### src/hdl/ldwv_pkg.sv
// ----------------------------------------------------------------------------
// ldwv_pkg
// shared types and constants of the landing detector window variance block
// ----------------------------------------------------------------------------
`default_nettype none

package ldwv_pkg;

   // field widths
   localparam int ALT_W      = 24;
   localparam int THRUST_W   = 16;
   localparam int THR_W      = 16;
   localparam int SQ_MAG_W   = 2 * ALT_W - 1;   // square of a 24 bit magnitude

   // default block parameters
   localparam int WINDOW_LEN_DEFAULT      = 30;
   localparam int CONFIRM_SECONDS_DEFAULT = 3;

   // fixed constants of the algorithm
   localparam int REF_STEP_MM   = 5000;
   localparam int MM_PER_SECOND = 1000;

   // register file
   localparam int CSR_ADDR_W = 4;
   localparam int CSR_DATA_W = 32;

   localparam logic [THR_W-1:0]    SPEED_THRESHOLD_RESET   = 16'd300;
   localparam logic [THRUST_W-1:0] ACTIVATION_THRUST_RESET = 16'd32768;
   localparam logic [ALT_W-1:0]    INITIAL_REFERENCE_RESET = 24'd0;

   typedef enum logic [1:0] {
      CSR_SPEED_THRESHOLD   = 2'd0,
      CSR_ACTIVATION_THRUST = 2'd1,
      CSR_INITIAL_REFERENCE = 2'd2
   } csr_index_type;

   typedef struct packed {
      logic [THR_W-1:0]    speed_threshold;
      logic [THRUST_W-1:0] activation_thrust;
   } cfg_type;

   typedef struct packed {
      logic                    load;
      logic signed [ALT_W-1:0] value;
   } ref_load_type;

endpackage

`default_nettype wire

### src/hdl/ldwv_decide.sv
// ----------------------------------------------------------------------------
// ldwv_decide
// landing test on the full window and reference altitude lowering
// ----------------------------------------------------------------------------
`default_nettype none

module ldwv_decide import ldwv_pkg::*; #(
   parameter int WINDOW_LEN      = WINDOW_LEN_DEFAULT,
   parameter int CONFIRM_SECONDS = CONFIRM_SECONDS_DEFAULT
) (
   input  wire logic signed [ALT_W+$clog2(WINDOW_LEN)-1:0]  sum,
   input  wire logic [SQ_MAG_W+$clog2(WINDOW_LEN)-1:0]      sq_sum,
   input  wire logic                                        full,
   input  wire logic [SQ_MAG_W+2*$clog2(WINDOW_LEN+1)-1:0]  limit,
   input  wire cfg_type                                     cfg,
   input  wire logic signed [ALT_W-1:0]                     alt,
   input  wire logic [THRUST_W-1:0]                         thrust,
   input  wire logic signed [ALT_W-1:0]                     ref_now,
   output logic                                             landed,
   output logic                                             lowered,
   output logic signed [ALT_W-1:0]                          ref_next
);

   localparam int SUM_W = ALT_W + $clog2(WINDOW_LEN);
   localparam int CMP_W = SQ_MAG_W + 2 * $clog2(WINDOW_LEN + 1);

   logic [SUM_W-1:0]        sum_mag;
   logic [2*SUM_W-1:0]      sum_mag_sq;
   logic [CMP_W-1:0]        scaled_sq, spread;
   logic                    still, light;
   logic signed [ALT_W:0]   diff, step_ref;
   logic [ALT_W:0]          diff_mag;
   logic                    near, below;

   // n*sumsq - sum^2 < n^2*thr^2
   assign sum_mag    = sum[SUM_W-1] ? SUM_W'(-sum) : SUM_W'(sum);
   assign sum_mag_sq = sum_mag * sum_mag;
   assign scaled_sq  = CMP_W'(sq_sum) * CMP_W'(WINDOW_LEN);
   assign spread     = (scaled_sq > CMP_W'(sum_mag_sq)) ? scaled_sq - CMP_W'(sum_mag_sq) : '0;
   assign still      = spread < limit;
   assign light      = {thrust, 2'b00} < {2'b00, cfg.activation_thrust};
   assign landed     = full && still && light;

   assign diff     = $signed({alt[ALT_W-1], alt}) - $signed({ref_now[ALT_W-1], ref_now});
   assign diff_mag = diff[ALT_W] ? (ALT_W+1)'(-diff) : (ALT_W+1)'(diff);
   assign near     = (cfg.speed_threshold != '0)
                  && (diff_mag < (ALT_W+1)'(CONFIRM_SECONDS * MM_PER_SECOND));
   assign below    = alt < ref_now;
   assign lowered  = !landed && (below || near);

   assign step_ref = $signed({ref_now[ALT_W-1], ref_now}) - $signed((ALT_W+1)'(REF_STEP_MM));

   always_comb begin
      ref_next = ref_now;
      if (lowered) begin
         // saturate at the most negative altitude
         if (step_ref[ALT_W] != step_ref[ALT_W-1]) begin
            ref_next = {1'b1, {(ALT_W-1){1'b0}}};
         end else begin
            ref_next = step_ref[ALT_W-1:0];
         end
      end
   end

endmodule

`default_nettype wire

### config.mk
export PLATFORM = sky130hd
export DESIGN_NAME = ldwv_decide
export DESIGN_NICKNAME = d
export VERILOG_FILES = /design/src/hdl/ldwv_pkg.sv /design/src/hdl/ldwv_decide.sv
export SDC_FILE = /design/constraint.sdc
export NUM_CORES = 2
export LEC_CHECK = 0
export ABC_AREA = 0
export BUFFER_PORTS_ARGS = -buffer_cell sky130_fd_sc_hd__buf_2
export CORE_MARGIN = 4
export CORE_UTILIZATION = 45
export DETAILED_ROUTE_END_ITERATION = 6
export PLACE_DENSITY = 0.64
export SETUP_SLACK_MARGIN = 0.3
export SLEW_MARGIN = 20
export SYNTH_ARGS = -nofsm -noshare
export SYNTH_HDL_FRONTEND = slang
export SYNTH_SLANG_ARGS = --single-unit
### constraint.sdc
create_clock -name vclk -period 24.5
set_input_delay 3.675 -clock vclk [all_inputs]
set_output_delay 3.675 -clock vclk [all_outputs]
set_load 0.01 [all_outputs]
==> metrics.cfg <==
[status]
status = finished, final reports clean

[global_route]
grt_pass1_vias = 31700
antenna_found_initial = 12
grt_usage_pct = 25.2
grt_pass1_wl_um = 172000
grt_start_max_net_pins = 31
gr-total-overflow = 0

[logic_synthesis]
yosysWarnings = 0
synthTopCellsByArea = fa_1 41%, ha_1 15%, inv_1 10%
yosysTopAreaCell = fa_1
synth_top_area_share_pct = 41.1
syn_inst = 4327
ys_seq_area_share_pct = 0
synth_area_per_cell_um2 = 8.47
synth_cell_types = 90
netlist_area_mm2 = 0.0367

[min_path]
hold-path-cell-count = 3
min-delay-start = ref_now[4]
hp-class = input pin to output pin
whs_endpoint = ref_next[4]

[die]
die_area_mm2 = 0.0861
die_h_um = 293
die_w_um = 293
coreArea_mm2 = 0.0807
initial_core_util_pct = 45.4
io_pins = 261
num_rows = 104

[critical_path]
max_stage_delay_ps = 670
critPathSlowestCell = or4b_2
path_common_cell = fa_1
start_kind = input pin
end_kind = output pin
crit_type = input pin to output pin
crit_fanout = 26
required_ps = 20820
worstPathArrival_ps = 19790

[place]
io_buffers = 261
gp_congestion = 1.00
hpwl_um = 94100

[finish]
nClkBuffers = 0
area_growth_pct = 7.84
final_common_cell = inv_1
final_layout_size_suffix_gt1_share_pct = 8.77
final_cell_mix = 982 x inv_1, 752 x fa_1, 452 x ha_1
nFlopsAndLatches = 0
nets = 5990
ff_latch_area_um2 = 0

[route]
routed_wl_um = 108000
vias = 30500
routedWlPerCell_um = 19.2
dr.pass1.iters = 5
postRouteAntennaNets = 0
drtIter0Drc = 2114
via_per_inst = 5.44
drc_errors = 0

[sta]
fmax_mhz = 42.6
worstMarginPinSlew_ps = 1040
finalSetupViolCount = 0
layout_worst_path_cycle_share_pct = 95.8
slew_violations = 0
period_needed_ps = 23470
fin_hold_ws_ps = 7720
rsz0062_at_grt = no
slew-limit-headroom_pct = 30.7
setup_tns_ps = 0
hold_viol = 0

[flow_run]
drv_cap = 0

## cell usage after synthesis (all sizes together) (14+ instances only)
cell type / instances
xor2: 88
nand3: 58
clkbuf: 105
o21a: 25
or2: 17
nand2b: 37
nor3: 56
fa: 752
inv: 990
a31oi: 27
o21ai: 117
a21o: 136
xnor2: 119
nand4: 34
o31ai: 16
a21oi: 212
nor2b: 25
or3: 19
a211oi: 32
and3: 24
nor2: 352
nor4: 15
o21bai: 24
or4: 14
and2: 16
nand2: 329
o211ai: 30
ha: 453
## worst max-delay path: cells and delay by family
family / cells / cell delay [ps]
compound gates: 16 / 3290
buf+inv: 13 / 1850
xor+xnor: 2 / 330
simple gates: 21 / 5190
fa+ha+maj: 12 / 5080
mux: 1 / 330
## repair_timing
item / 4_1_cts / 5_1_grt
gates cloned: 0 / 3
endpoints found under the hold margin: 0 / 0
pin swaps: 0 / 3
hold buffers: 0 / 0
setup buffers: 2 / 5
resized for setup: 1 / 25
setup endpoints to repair: 1 / 26
## metrics by stage
step	setup WS, ps	area, um2	util, %	cells
floorplan	1960	36700	-	4346
global placement	835	39300	48.7	5598
detailed placement	366	39300	48.7	5598
CTS	493	39300	48.8	5600
global route	314	39500	49.0	5617
finish	1030	39500	49.0	5617
## cells by family after synthesis
logic type | synth area share [%]
AO/OA/AOI/OAI | 13.7
XOR/XNOR | 4.95
adder cells (fa/ha/maj) | 56.5
buffers and inverters | 11.5
multiplexers | 0.454
other | 0.0205
AND/OR/NAND/NOR | 12.8
## final cells by class
| cell class | instances | area, um2 |
|---|---|---|
| timing repair buffer | 317 | 1730 |
| timing repair inverter | 1 | 5.00 |
| fill | 7974 | 41200 |
| antenna | 9 | 22.5 |
| multi-input combinational | 3231 | 32700 |
| inverter | 999 | 3770 |
| tap | 1060 | 1330 |
## per-layer routing
metal	global-route usage [%]	part of all wire [%]
met1	33.5	41
met2	42.6	48
met3	3.73	6.7
met4	7.78	3.7
met5	0	0.026
## worst max-delay path by stage
stage,from,to,cells after the start
detailed placement,sum[0],ref_next[21],59
finish,sum[1],ref_next[4],65
CTS,sum[0],ref_next[21],60
floorplan,sum[0],ref_next[19],65
global route,sum[0],ref_next[4],65
global placement,sum[0],ref_next[4],58
Power is left out: the tool's default activity adds up to more than one toggle a clock period on the data nets, which glitch-free logic cannot reach.
