--- config.mk ---
export PLATFORM = sky130hd
export DESIGN_NAME = ldwv_window
export DESIGN_NICKNAME = d
export VERILOG_FILES = /design/src/hdl/ldwv_pkg.sv /design/src/hdl/ldwv_window.sv
export SDC_FILE = /design/constraint.sdc
export NUM_CORES = 2
export LEC_CHECK = 0
export ABC_AREA = 0
export BUFFER_PORTS_ARGS = -buffer_cell sky130_fd_sc_hd__buf_2
export CORE_MARGIN = 5
export CORE_UTILIZATION = 50
export CTS_CLUSTER_DIAMETER = 150
export DETAILED_ROUTE_END_ITERATION = 12
export PLACE_DENSITY_LB_ADDON = 0.1
export SETUP_SLACK_MARGIN = 0.1
export SLEW_MARGIN = 15
export SYNTH_ARGS = -nofsm -noshare
export SYNTH_HDL_FRONTEND = slang
export SYNTH_SLANG_ARGS = --single-unit
--- constraint.sdc ---
create_clock -name clock -period 13 [get_ports clock]
set_clock_uncertainty 0.1 [all_clocks]
set_input_delay 1.3 -clock clock [delete_from_list [all_inputs] [get_ports clock]]
set_output_delay 1.3 -clock clock [all_outputs]
set_load 0.005 [all_outputs]
--- src/hdl/ldwv_pkg.sv ---
// ----------------------------------------------------------------------------
// ldwv_pkg
// shared types and constants of the landing detector window variance block
// ----------------------------------------------------------------------------
`default_nettype none

package ldwv_pkg;

   // field widths
   localparam int ALT_W      = 24;
   localparam int THRUST_W   = 16;
   localparam int THR_W      = 16;
   localparam int SQ_MAG_W   = 2 * ALT_W - 1;   // square of a 24 bit magnitude

   // default block parameters
   localparam int WINDOW_LEN_DEFAULT      = 30;
   localparam int CONFIRM_SECONDS_DEFAULT = 3;

   // fixed constants of the algorithm
   localparam int REF_STEP_MM   = 5000;
   localparam int MM_PER_SECOND = 1000;

   // register file
   localparam int CSR_ADDR_W = 4;
   localparam int CSR_DATA_W = 32;

   localparam logic [THR_W-1:0]    SPEED_THRESHOLD_RESET   = 16'd300;
   localparam logic [THRUST_W-1:0] ACTIVATION_THRUST_RESET = 16'd32768;
   localparam logic [ALT_W-1:0]    INITIAL_REFERENCE_RESET = 24'd0;

   typedef enum logic [1:0] {
      CSR_SPEED_THRESHOLD   = 2'd0,
      CSR_ACTIVATION_THRUST = 2'd1,
      CSR_INITIAL_REFERENCE = 2'd2
   } csr_index_type;

   typedef struct packed {
      logic [THR_W-1:0]    speed_threshold;
      logic [THRUST_W-1:0] activation_thrust;
   } cfg_type;

   typedef struct packed {
      logic                    load;
      logic signed [ALT_W-1:0] value;
   } ref_load_type;

endpackage

`default_nettype wire

--- src/hdl/ldwv_window.sv ---
// ----------------------------------------------------------------------------
// ldwv_window
// sample ring with running sum and sum of squares
// ----------------------------------------------------------------------------
`default_nettype none

module ldwv_window import ldwv_pkg::*; #(
   parameter int WINDOW_LEN = WINDOW_LEN_DEFAULT
) (
   input  wire logic                    clock,
   input  wire logic                    reset,
   input  wire logic                    push,
   input  wire logic                    clear,
   input  wire logic signed [ALT_W-1:0] alt,
   input  wire logic [SQ_MAG_W-1:0]     alt_sq,
   output logic signed [ALT_W+$clog2(WINDOW_LEN)-1:0] sum,
   output logic [SQ_MAG_W+$clog2(WINDOW_LEN)-1:0]     sq_sum,
   output logic                         full
);

   localparam int PTR_W = $clog2(WINDOW_LEN);
   localparam int CNT_W = $clog2(WINDOW_LEN + 1);
   localparam int SUM_W = ALT_W + PTR_W;
   localparam int SQ_W  = SQ_MAG_W + PTR_W;

   logic signed [ALT_W-1:0] ring_alt_ff [WINDOW_LEN];
   logic [SQ_MAG_W-1:0]     ring_sq_ff  [WINDOW_LEN];

   logic [PTR_W-1:0]        wp_ff, wp_in, base_wp;
   logic [CNT_W-1:0]        count_ff, count_in, base_count;
   logic signed [SUM_W-1:0] sum_ff, sum_in, base_sum;
   logic [SQ_W-1:0]         sq_ff, sq_in, base_sq;
   logic                    base_full;
   logic signed [ALT_W-1:0] old_alt;
   logic [SQ_MAG_W-1:0]     old_sq;

   // a landing of the previous transaction clears the window first
   assign base_wp    = clear ? '0 : wp_ff;
   assign base_count = clear ? '0 : count_ff;
   assign base_sum   = clear ? '0 : sum_ff;
   assign base_sq    = clear ? '0 : sq_ff;
   assign base_full  = (base_count == CNT_W'(WINDOW_LEN));

   assign old_alt = ring_alt_ff[base_wp];
   assign old_sq  = ring_sq_ff[base_wp];

   always_comb begin
      wp_in    = base_wp;
      count_in = base_count;
      sum_in   = base_sum;
      sq_in    = base_sq;
      if (push) begin
         sum_in = base_sum + SUM_W'(alt);
         sq_in  = base_sq + SQ_W'(alt_sq);
         if (base_full) begin
            sum_in = sum_in - SUM_W'(old_alt);
            sq_in  = sq_in - SQ_W'(old_sq);
         end else begin
            count_in = base_count + CNT_W'(1);
         end
         wp_in = (base_wp == PTR_W'(WINDOW_LEN - 1)) ? '0 : base_wp + PTR_W'(1);
      end
   end

   always_ff @(posedge clock) begin
      if (reset) begin
         wp_ff    <= '0;
         count_ff <= '0;
         sum_ff   <= '0;
         sq_ff    <= '0;
      end else begin
         wp_ff    <= wp_in;
         count_ff <= count_in;
         sum_ff   <= sum_in;
         sq_ff    <= sq_in;
      end
   end

   always_ff @(posedge clock) begin
      if (push) begin
         ring_alt_ff[base_wp] <= alt;
         ring_sq_ff[base_wp]  <= alt_sq;
      end
   end

   assign sum    = sum_ff;
   assign sq_sum = sq_ff;
   assign full   = (count_ff == CNT_W'(WINDOW_LEN));

endmodule

`default_nettype wire

==> results.cfg <==
[synth]
async_flop_share_pct = 0
synth_edf_count = 2130
yosysWarningCount = 0
ys_ff_latch = 2221
ys_types = 126
synth_top_area_share_pct = 66.5
netlist_instances = 6991
synth_area_leader_cell = edfxtp_1
syn-num-nets = 7216
synth.yosys.seq_area_share_pct = 68.4
synthTopCellsByCount = edfxtp_1, nand2_1, a211oi_1, nor2b_1, clkbuf_1
synthesis.area_mm2 = 0.0962
synthTopCellsByArea = edfxtp_1, nand2_1, mux2i_1
avgSynthCellArea_um2 = 13.8
yosysMostFrequentCell = edfxtp_1
synth_flop_cell = edfxtp_1

[worst_setup_path]
crit_fanout = 90
crit_required_ps = 13670
cp-end-kind = flip-flop
cpMaxStageDelayCell = dfxtp_4
cpMostUsedCell = a21oi_1
critPathMaxStageDelay_ps = 820
r2r_slack_ps = 4250
critPathLaunchType = flip-flop
worst_ep_arrival_time_ps = 9420
criticalPathCategory = reg2reg

[floorplanning]
die_w_um = 449
ios = 157
core_area_mm2 = 0.192
rows = 161
initial_utilization_pct = 50.1
die_area_mm2 = 0.201
die_h_um = 449

[detailed_routing]
routed_wl_mm = 300
num_vias = 61800
ant_nets = 0
drt_first_iter_violations = 6811
wl_per_cell_um = 30.6
drc = 0
firstDrtPassIters = 6
via_per_inst = 6.31

[timing]
timing.fmax_mhz = 114
min_period_ps = 8750
setup_viol = 0
setup_slack_ps = 4250
whs_ps = 441
finalMaxSlewViolations = 0
fin_tns_setup_ps = 0
fin_crit_sh_pct = 67.3
relSlewSlack_pct = 12.8
rsz0062_at_grt = no
hold_viol_final = 0
worstMarginPinSlew_ps = 1310

[global_route]
grt_first_pass_wirelength_mm = 426
grt_pass1_vias = 58800
grt_max_degree = 197
grt_use_total_pct = 29.0
antenna_found_initial = 16
grt_overflow = 0

[placement]
place_ws_ps = 3630
portBuffers = 156
place_congestion = 0.938
post-dp-hpwl_mm = 170

[pwr]
powerDensity_mw_per_mm2 = 145
vdd_drop_max_mv = 0.124
p_leak_nw = 35.0

[cells_and_area]
area_growth_pct = 10.9
fin_util_pct = 55.5
nets = 7290
drive_gt1_share_pct = 11.0

[clocking]
hold_buffers = 0
cts_tree = yes
numCtsBuffers = 222
cts.repair.resized = 0
cts_setup_buffers = 0
clockBufferDepth = 3
cts.sinks = 2221
path_clk_slew_ps = 60
cts_htree_levels = 4
cts_root_buf = clkbuf_16
clk_latency_ps = 870

[outcome]
status = complete, no violations

[job]
cap_viol_max_count = 0

[min_path]
hold_class = reg2reg
[per-layer routing]
layer | track usage, % | vias to the layer above | wire length, um
met4 | 10.6 | 6 | 11300
li1 | - | 27200 | -
met3 | 4.83 | 467 | 23700
met1 | 40.2 | 31400 | 123000
met2 | 46.4 | 2687 | 141000
met5 | 0 | - | 36
[path summary, 6_finish.rpt]
kind                                 start    endpoint  cells after the start
worst min register to register  sq_sum[51]  sq_sum[51]                      2
worst min-delay path            sq_sum[51]  sq_sum[51]                      2
worst max-delay path              wp_ff[0]  sq_sum[49]                     26
worst max register to register    wp_ff[0]  sq_sum[49]                     26
[metrics by stage]
step | std cells | total power [W] | area (um2)
detailed placement | 9367 | 0.00945 | 99700
global route | 9782 | 0.0160 | 107000
finish | 9785 | 0.0155 | 107000
CTS | 9779 | 0.0156 | 107000
floorplan | 6991 | 0.00897 | 96200
global placement | 9367 | 0.00944 | 99700
[layout make-up]
type / instances / area, um2
Fill cell: 15500 / 85400
Timing Repair Buffer: 310 / 2070
Clock inverter: 117 / 1010
Clock buffer: 295 / 5930
Antenna cell: 6 / 15.0
Multi-Input combinational cell: 4238 / 28400
Sequential cell: 2221 / 65800
Inverter: 72 / 289
Tap cell: 2526 / 3160
[registers in the layout, summed over array words and instances (netlist names)]
name / count
count_ff: 5
ring_alt_ff: 720
ring_sq_ff: 1410
sq_sum: 52
sum: 29
wp_ff: 5
[logic make-up (layout without fill, tap and decap cells)]
family,count (synthesis),in the layout,share of synthesized area [%]
xor gates and xnor gates,131,131,1.23
muxes,372,372,4.68
and+or+nand+nor,1866,1866,9.02
other,0,6,0
adders and majority gates,156,156,2.05
AOI/OAI and AO/OA,1713,1713,12.2
buffers and inverters,532,794,2.42
DFF,2221,2221,68.4
[power by group]
part	total, W	leakage [nW]	switching, W	internal (W)
combinational	0.00140	11.7	0.000920	0.000478
clock	0.00617	3.38	0.00272	0.00345
sequential	0.00792	19.9	0.0000397	0.00788
[worst max-delay path, delay by kind of cell (launching register included)]
family	cells	cell delay (ps)
AOI/OAI and AO/OA	13	3060
adders and majority gates	1	400
buffers and inverters	3	1650
muxes	1	130
and+or+nand+nor	8	2170
DFF	1	820
[cell usage in the layout (no fill, tap or decap), drive strengths merged, types with 91 or more instances in the layout]
cell and instances:
a31oi 267, clkinv 94, dfxtp 91, o21ai 210
edfxtp 2130, o22ai 107, nor2b 339, a22oi 94
mux2i 295, ha 146, buf 310, nor2 304
nand2 852, clkbuf 295, a21oi 287, nand3 149
a211oi 351
Note: power is estimated with default switching activity, not from simulation.
