--- src/hdl/ldwv_pkg.sv ---
// ----------------------------------------------------------------------------
// ldwv_pkg
// shared types and constants of the landing detector window variance block
// ----------------------------------------------------------------------------
`default_nettype none

package ldwv_pkg;

   // field widths
   localparam int ALT_W      = 24;
   localparam int THRUST_W   = 16;
   localparam int THR_W      = 16;
   localparam int SQ_MAG_W   = 2 * ALT_W - 1;   // square of a 24 bit magnitude

   // default block parameters
   localparam int WINDOW_LEN_DEFAULT      = 30;
   localparam int CONFIRM_SECONDS_DEFAULT = 3;

   // fixed constants of the algorithm
   localparam int REF_STEP_MM   = 5000;
   localparam int MM_PER_SECOND = 1000;

   // register file
   localparam int CSR_ADDR_W = 4;
   localparam int CSR_DATA_W = 32;

   localparam logic [THR_W-1:0]    SPEED_THRESHOLD_RESET   = 16'd300;
   localparam logic [THRUST_W-1:0] ACTIVATION_THRUST_RESET = 16'd32768;
   localparam logic [ALT_W-1:0]    INITIAL_REFERENCE_RESET = 24'd0;

   typedef enum logic [1:0] {
      CSR_SPEED_THRESHOLD   = 2'd0,
      CSR_ACTIVATION_THRUST = 2'd1,
      CSR_INITIAL_REFERENCE = 2'd2
   } csr_index_type;

   typedef struct packed {
      logic [THR_W-1:0]    speed_threshold;
      logic [THRUST_W-1:0] activation_thrust;
   } cfg_type;

   typedef struct packed {
      logic                    load;
      logic signed [ALT_W-1:0] value;
   } ref_load_type;

endpackage

`default_nettype wire

--- src/hdl/ldwv_csr.sv ---
// ----------------------------------------------------------------------------
// ldwv_csr
// apb register file, plus the squared speed threshold limit for the variance test
// ----------------------------------------------------------------------------
`default_nettype none

module ldwv_csr import ldwv_pkg::*; #(
   parameter int WINDOW_LEN = WINDOW_LEN_DEFAULT
) (
   input  wire logic                  clock,
   input  wire logic                  reset,
   input  wire logic                  csr_psel,
   input  wire logic                  csr_penable,
   input  wire logic                  csr_pwrite,
   input  wire logic [CSR_ADDR_W-1:0] csr_paddr,
   input  wire logic [CSR_DATA_W-1:0] csr_pwdata,
   output logic      [CSR_DATA_W-1:0] csr_prdata,
   output logic                       csr_pready,
   output cfg_type                    cfg,
   output logic [SQ_MAG_W+2*$clog2(WINDOW_LEN+1)-1:0] limit,
   output ref_load_type               ref_load
);

   localparam int CMP_W  = SQ_MAG_W + 2 * $clog2(WINDOW_LEN + 1);
   localparam int CNT_W  = $clog2(WINDOW_LEN + 1);
   localparam int SCL_W  = THR_W + CNT_W;
   localparam logic [CMP_W-1:0] LIMIT_RESET =
      CMP_W'(WINDOW_LEN * WINDOW_LEN)
      * CMP_W'(int'(SPEED_THRESHOLD_RESET) * int'(SPEED_THRESHOLD_RESET));

   logic                    write_en;
   csr_index_type           index;
   logic [THR_W-1:0]        speed_ff, speed_in;
   logic [THRUST_W-1:0]     thrust_ff, thrust_in;
   logic [ALT_W-1:0]        init_ref_ff, init_ref_in;
   logic [SCL_W-1:0]        scaled_thr;
   logic [2*SCL_W-1:0]      limit_sq;
   logic [CMP_W-1:0]        limit_ff, limit_in;

   assign csr_pready = 1'b1;
   assign write_en   = csr_psel && csr_penable && csr_pwrite;
   assign index      = csr_index_type'(csr_paddr[3:2]);

   always_comb begin
      speed_in    = speed_ff;
      thrust_in   = thrust_ff;
      init_ref_in = init_ref_ff;
      if (write_en) begin
         case (index)
            CSR_SPEED_THRESHOLD:   speed_in    = csr_pwdata[THR_W-1:0];
            CSR_ACTIVATION_THRUST: thrust_in   = csr_pwdata[THRUST_W-1:0];
            CSR_INITIAL_REFERENCE: init_ref_in = csr_pwdata[ALT_W-1:0];
            default: ;
         endcase
      end
   end

   // limit = (n*thr)^2, taken in on the same edge as the threshold
   assign scaled_thr = SCL_W'(speed_in) * SCL_W'(WINDOW_LEN);
   assign limit_sq   = scaled_thr * scaled_thr;
   assign limit_in   = CMP_W'(limit_sq);

   always_ff @(posedge clock) begin
      if (reset) begin
         speed_ff    <= SPEED_THRESHOLD_RESET;
         thrust_ff   <= ACTIVATION_THRUST_RESET;
         init_ref_ff <= INITIAL_REFERENCE_RESET;
         limit_ff    <= LIMIT_RESET;
      end else begin
         speed_ff    <= speed_in;
         thrust_ff   <= thrust_in;
         init_ref_ff <= init_ref_in;
         limit_ff    <= limit_in;
      end
   end

   always_comb begin
      case (index)
         CSR_SPEED_THRESHOLD:   csr_prdata = CSR_DATA_W'(speed_ff);
         CSR_ACTIVATION_THRUST: csr_prdata = CSR_DATA_W'(thrust_ff);
         CSR_INITIAL_REFERENCE: csr_prdata = CSR_DATA_W'($signed(init_ref_ff));
         default:               csr_prdata = '0;
      endcase
   end

   assign cfg.speed_threshold   = speed_ff;
   assign cfg.activation_thrust = thrust_ff;
   assign limit                 = limit_ff;
   assign ref_load.load         = write_en && (index == CSR_INITIAL_REFERENCE);
   assign ref_load.value        = csr_pwdata[ALT_W-1:0];

endmodule

`default_nettype wire

--- config.mk ---
export PLATFORM = sky130hd
export DESIGN_NAME = ldwv_csr
export DESIGN_NICKNAME = d
export VERILOG_FILES = /design/src/hdl/ldwv_pkg.sv /design/src/hdl/ldwv_csr.sv
export SDC_FILE = /design/constraint.sdc
export NUM_CORES = 1
export LEC_CHECK = 0
export BUFFER_PORTS_ARGS = -buffer_cell sky130_fd_sc_hd__buf_2
export CAP_MARGIN = 20
export CORE_UTILIZATION = 60
export CTS_CLUSTER_DIAMETER = 30
export CTS_CLUSTER_SIZE = 40
export DETAILED_ROUTE_END_ITERATION = 6
export GPL_TIMING_DRIVEN = 0
export HOLD_SLACK_MARGIN = 0.15
export PLACE_DENSITY = 0.89
export SETUP_SLACK_MARGIN = 0.5
export SYNTH_ARGS = -nofsm -noshare
export SYNTH_HDL_FRONTEND = slang
export SYNTH_SLANG_ARGS = --single-unit
--- constraint.sdc ---
create_clock -name clock -period 26.3 [get_ports clock]
set_input_delay 1.315 -clock clock [delete_from_list [all_inputs] [get_ports clock]]
set_output_delay 1.315 -clock clock [all_outputs]
set_load 0.1 [all_outputs]
==> impl_metrics.tcl <==
set metrics [dict create \
    status "finished clean" \
    final_antenna_net_count 0 \
    grt_max_degree 20 \
    first_pass_iters 6 \
    ys_ff_latch 94 \
    clock_latency_ns 0.36 \
    hold_violations 0 \
    core_sq_um 27100 \
    synth-seq-area-share_pct 11.3 \
    vias 13800 \
    synth_edf_count 0 \
    end_kind "flip-flop" \
    critPathBufInv 12 \
    fmax_mhz 65.3 \
    cts_root_buf "clkbuf_16" \
    area_growth_pct 9.81 \
    cp.arrival_ns 15.56 \
    drive_gt1_share_pct 11.9 \
    dpl.hpwl_mm 35.3 \
    final_common_cell "inv_1" \
    critPathRequiredTime_ns 26.55 \
    cts_tree "yes" \
    dp_cells 2464 \
    path_depth 45 \
    synth_area_sq_um 16700 \
    start_util_pct 61.5 \
    r2r.worst_path.cells 41 \
    syn_avg_cell_area_sq_um 8.70 \
    drc 0 \
    path_class "primary input to flip-flop" \
    grt-ovfl-total 0 \
    ys.flop_type "dfxtp_1" \
    grtUsageTotal_pct 31.7 \
    routed_via_density 5.58 \
    rsz0062_at_grt "false" \
    finClkSkew_ns 0.0106 \
    finalSetupViolCount 0 \
    wire_per_inst_um 17.2 \
    insertedDiodeCount 0 \
    synth_cell_type_count 65 \
    slew_headroom_pct 19.1 \
    fin_crit_ns 15.31 \
    critPathSlowestCell "xor2_1" \
    synth_cells 1915 \
    fin_crit_sh_pct 58.2 \
    drtIter0Drc 1280 \
    preCtsSetupSlack_ns 11.14 \
    rows 60 \
    antenna_found_initial 0 \
    fill_cells 2059 \
    tightest_slew_ns 1.21 \
    drv_slew 0 \
    startpoint_type "primary input" \
    die_x_um 169 \
    htree_levels 3 \
    die_h_um 169 \
    min_path_cells 2 \
    first_global_vias 14800 \
    cts_buffers 9 \
    fin_nets 2607 \
    yosys_warnings 0 \
    crit_family "adder cells" \
    critPathMaxStageDelay_ns 0.94 \
    worstHoldPathType "flip-flop to flip-flop" \
    worst_slack_ns 10.99 \
    fin_setup_tns_ns 0 \
    clkSlewWorstSetupHoldPaths_ns 0.07 \
    cts.sinks 94 \
    ios 188 \
    async_reset_ff_share_pct 0 \
    cts_resized 0 \
    instances_no_fill 2480 \
    cts_setup_buffers 0 \
    path_max_fanout 10 \
    place_congestion 1.02 \
    design.die.area_sq_um 28500 \
    port_buffers 157 \
    fin_util_pct 67.5 \
    routed_wl_mm 42.7 \
    maxCapViolations 0 \
    cts_buffer_depth 2 \
    grt_first_pass_wirelength_mm 70.8 \
    postCtsHoldBufs 0 \
    layout_common_cells "420 x inv_1, 296 x fa_1, 216 x nand2_1" \
]
[Yosys cell counts, types with 7 or more instances]
master	number	area [sq um]
o21ai_0	42	210
and2_1	25	156
nand3_1	10	50.1
buf_4	52	390
a31oi_1	8	50.1
nor2b_1	10	62.6
nor3_1	13	65.1
nor2_1	158	593
clkbuf_1	52	195
xor2_1	26	228
maj3_1	7	70.1
nand2_1	216	811
mux2i_1	34	340
o21a_1	11	82.6
a21o_1	35	263
xnor2_1	40	350
o211ai_1	7	52.6
fa_1	296	5930
dfxtp_1	94	1880
ha_1	167	2090
nand2b_1	26	163
inv_1	420	1580
a21oi_1	72	360
and3_1	9	56.3
[worst reg2reg max path, delay by kind of cell, from the launching register on]
| kind | cells | cell delay, ns |
|---|---|---|
| AO/OA/AOI/OAI | 12 | 2.83 |
| XOR/XNOR | 1 | 0.94 |
| adder cells (fa/ha/maj) | 11 | 4.71 |
| buffers and inverters | 10 | 2.13 |
| flip-flops | 1 | 0.35 |
| multiplexers | 2 | 0.91 |
| AND/OR/NAND/NOR | 5 | 1.72 |
[worst paths after layout]
| path | slack [ns] | endpoint | start |
|---|---|---|---|
| max reg2reg | 12.59 | limit[38] | speed_ff[1] |
| min | 0.45 | init_ref_ff[23] | init_ref_ff[23] |
| min reg2reg | 0.45 | init_ref_ff[23] | init_ref_ff[23] |
| max | 10.99 | limit[38] | csr_psel |
[cell type report]
class                      instances  area, sq um  share of cell area (%)
multi-input combinational       1307        12700                    69.2
sequential                        94         1880                    10.3
inverter                         424         1590                    8.70
timing repair buffer             160          808                    4.42
buffer                           107          597                    3.26
tap                              372          465                    2.54
clock buffer                       9          225                    1.23
clock inverter                     7         72.6                   0.396
[per-stage QoR]
stage	hold slack, ns	area, sq um
2_1_floorplan	0.432	16700
3_3_place_gp	0.439	18000
3_5_place_dp	0.445	18000
4_1_cts	0.455	18300
5_1_grt	0.473	18300
6_report	0.453	18300
[per-layer routing]
layer / part of all wire, % / GRT usage (%) / wire length, um / up-vias
met2: 49 / 54.7 / 21100 / 755
met4: 5.7 / 17.5 / 2420 / 0
li1: - / - / - / 6160
met1: 36 / 36.6 / 15300 / 6714
met3: 9.1 / 7.18 / 3870 / 217
met5: 0 / 0 / 0 / -
[registers in the layout, summed over array words and instances, names as in the netlist]
register / cells
init_ref_ff: 24
limit: 38
speed_ff: 16
thrust_ff: 16
[cell families (layout without fill, tap and decap cells)]
kind of cell / after synthesis / in the layout / share of synthesized area, %
buffers and inverters: 531 / 707 / 13.1
other: 2 / 19 / 0.0451
adder cells (fa/ha/maj): 470 / 470 / 48.5
flip-flops: 94 / 94 / 11.3
XOR/XNOR: 66 / 66 / 3.47
AND/OR/NAND/NOR: 501 / 501 / 13.2
multiplexers: 37 / 37 / 2.24
AO/OA/AOI/OAI: 214 / 214 / 8.07
Power is not shown: default switching activity piles up to over one toggle a cycle in this logic, so the estimate is an artifact.
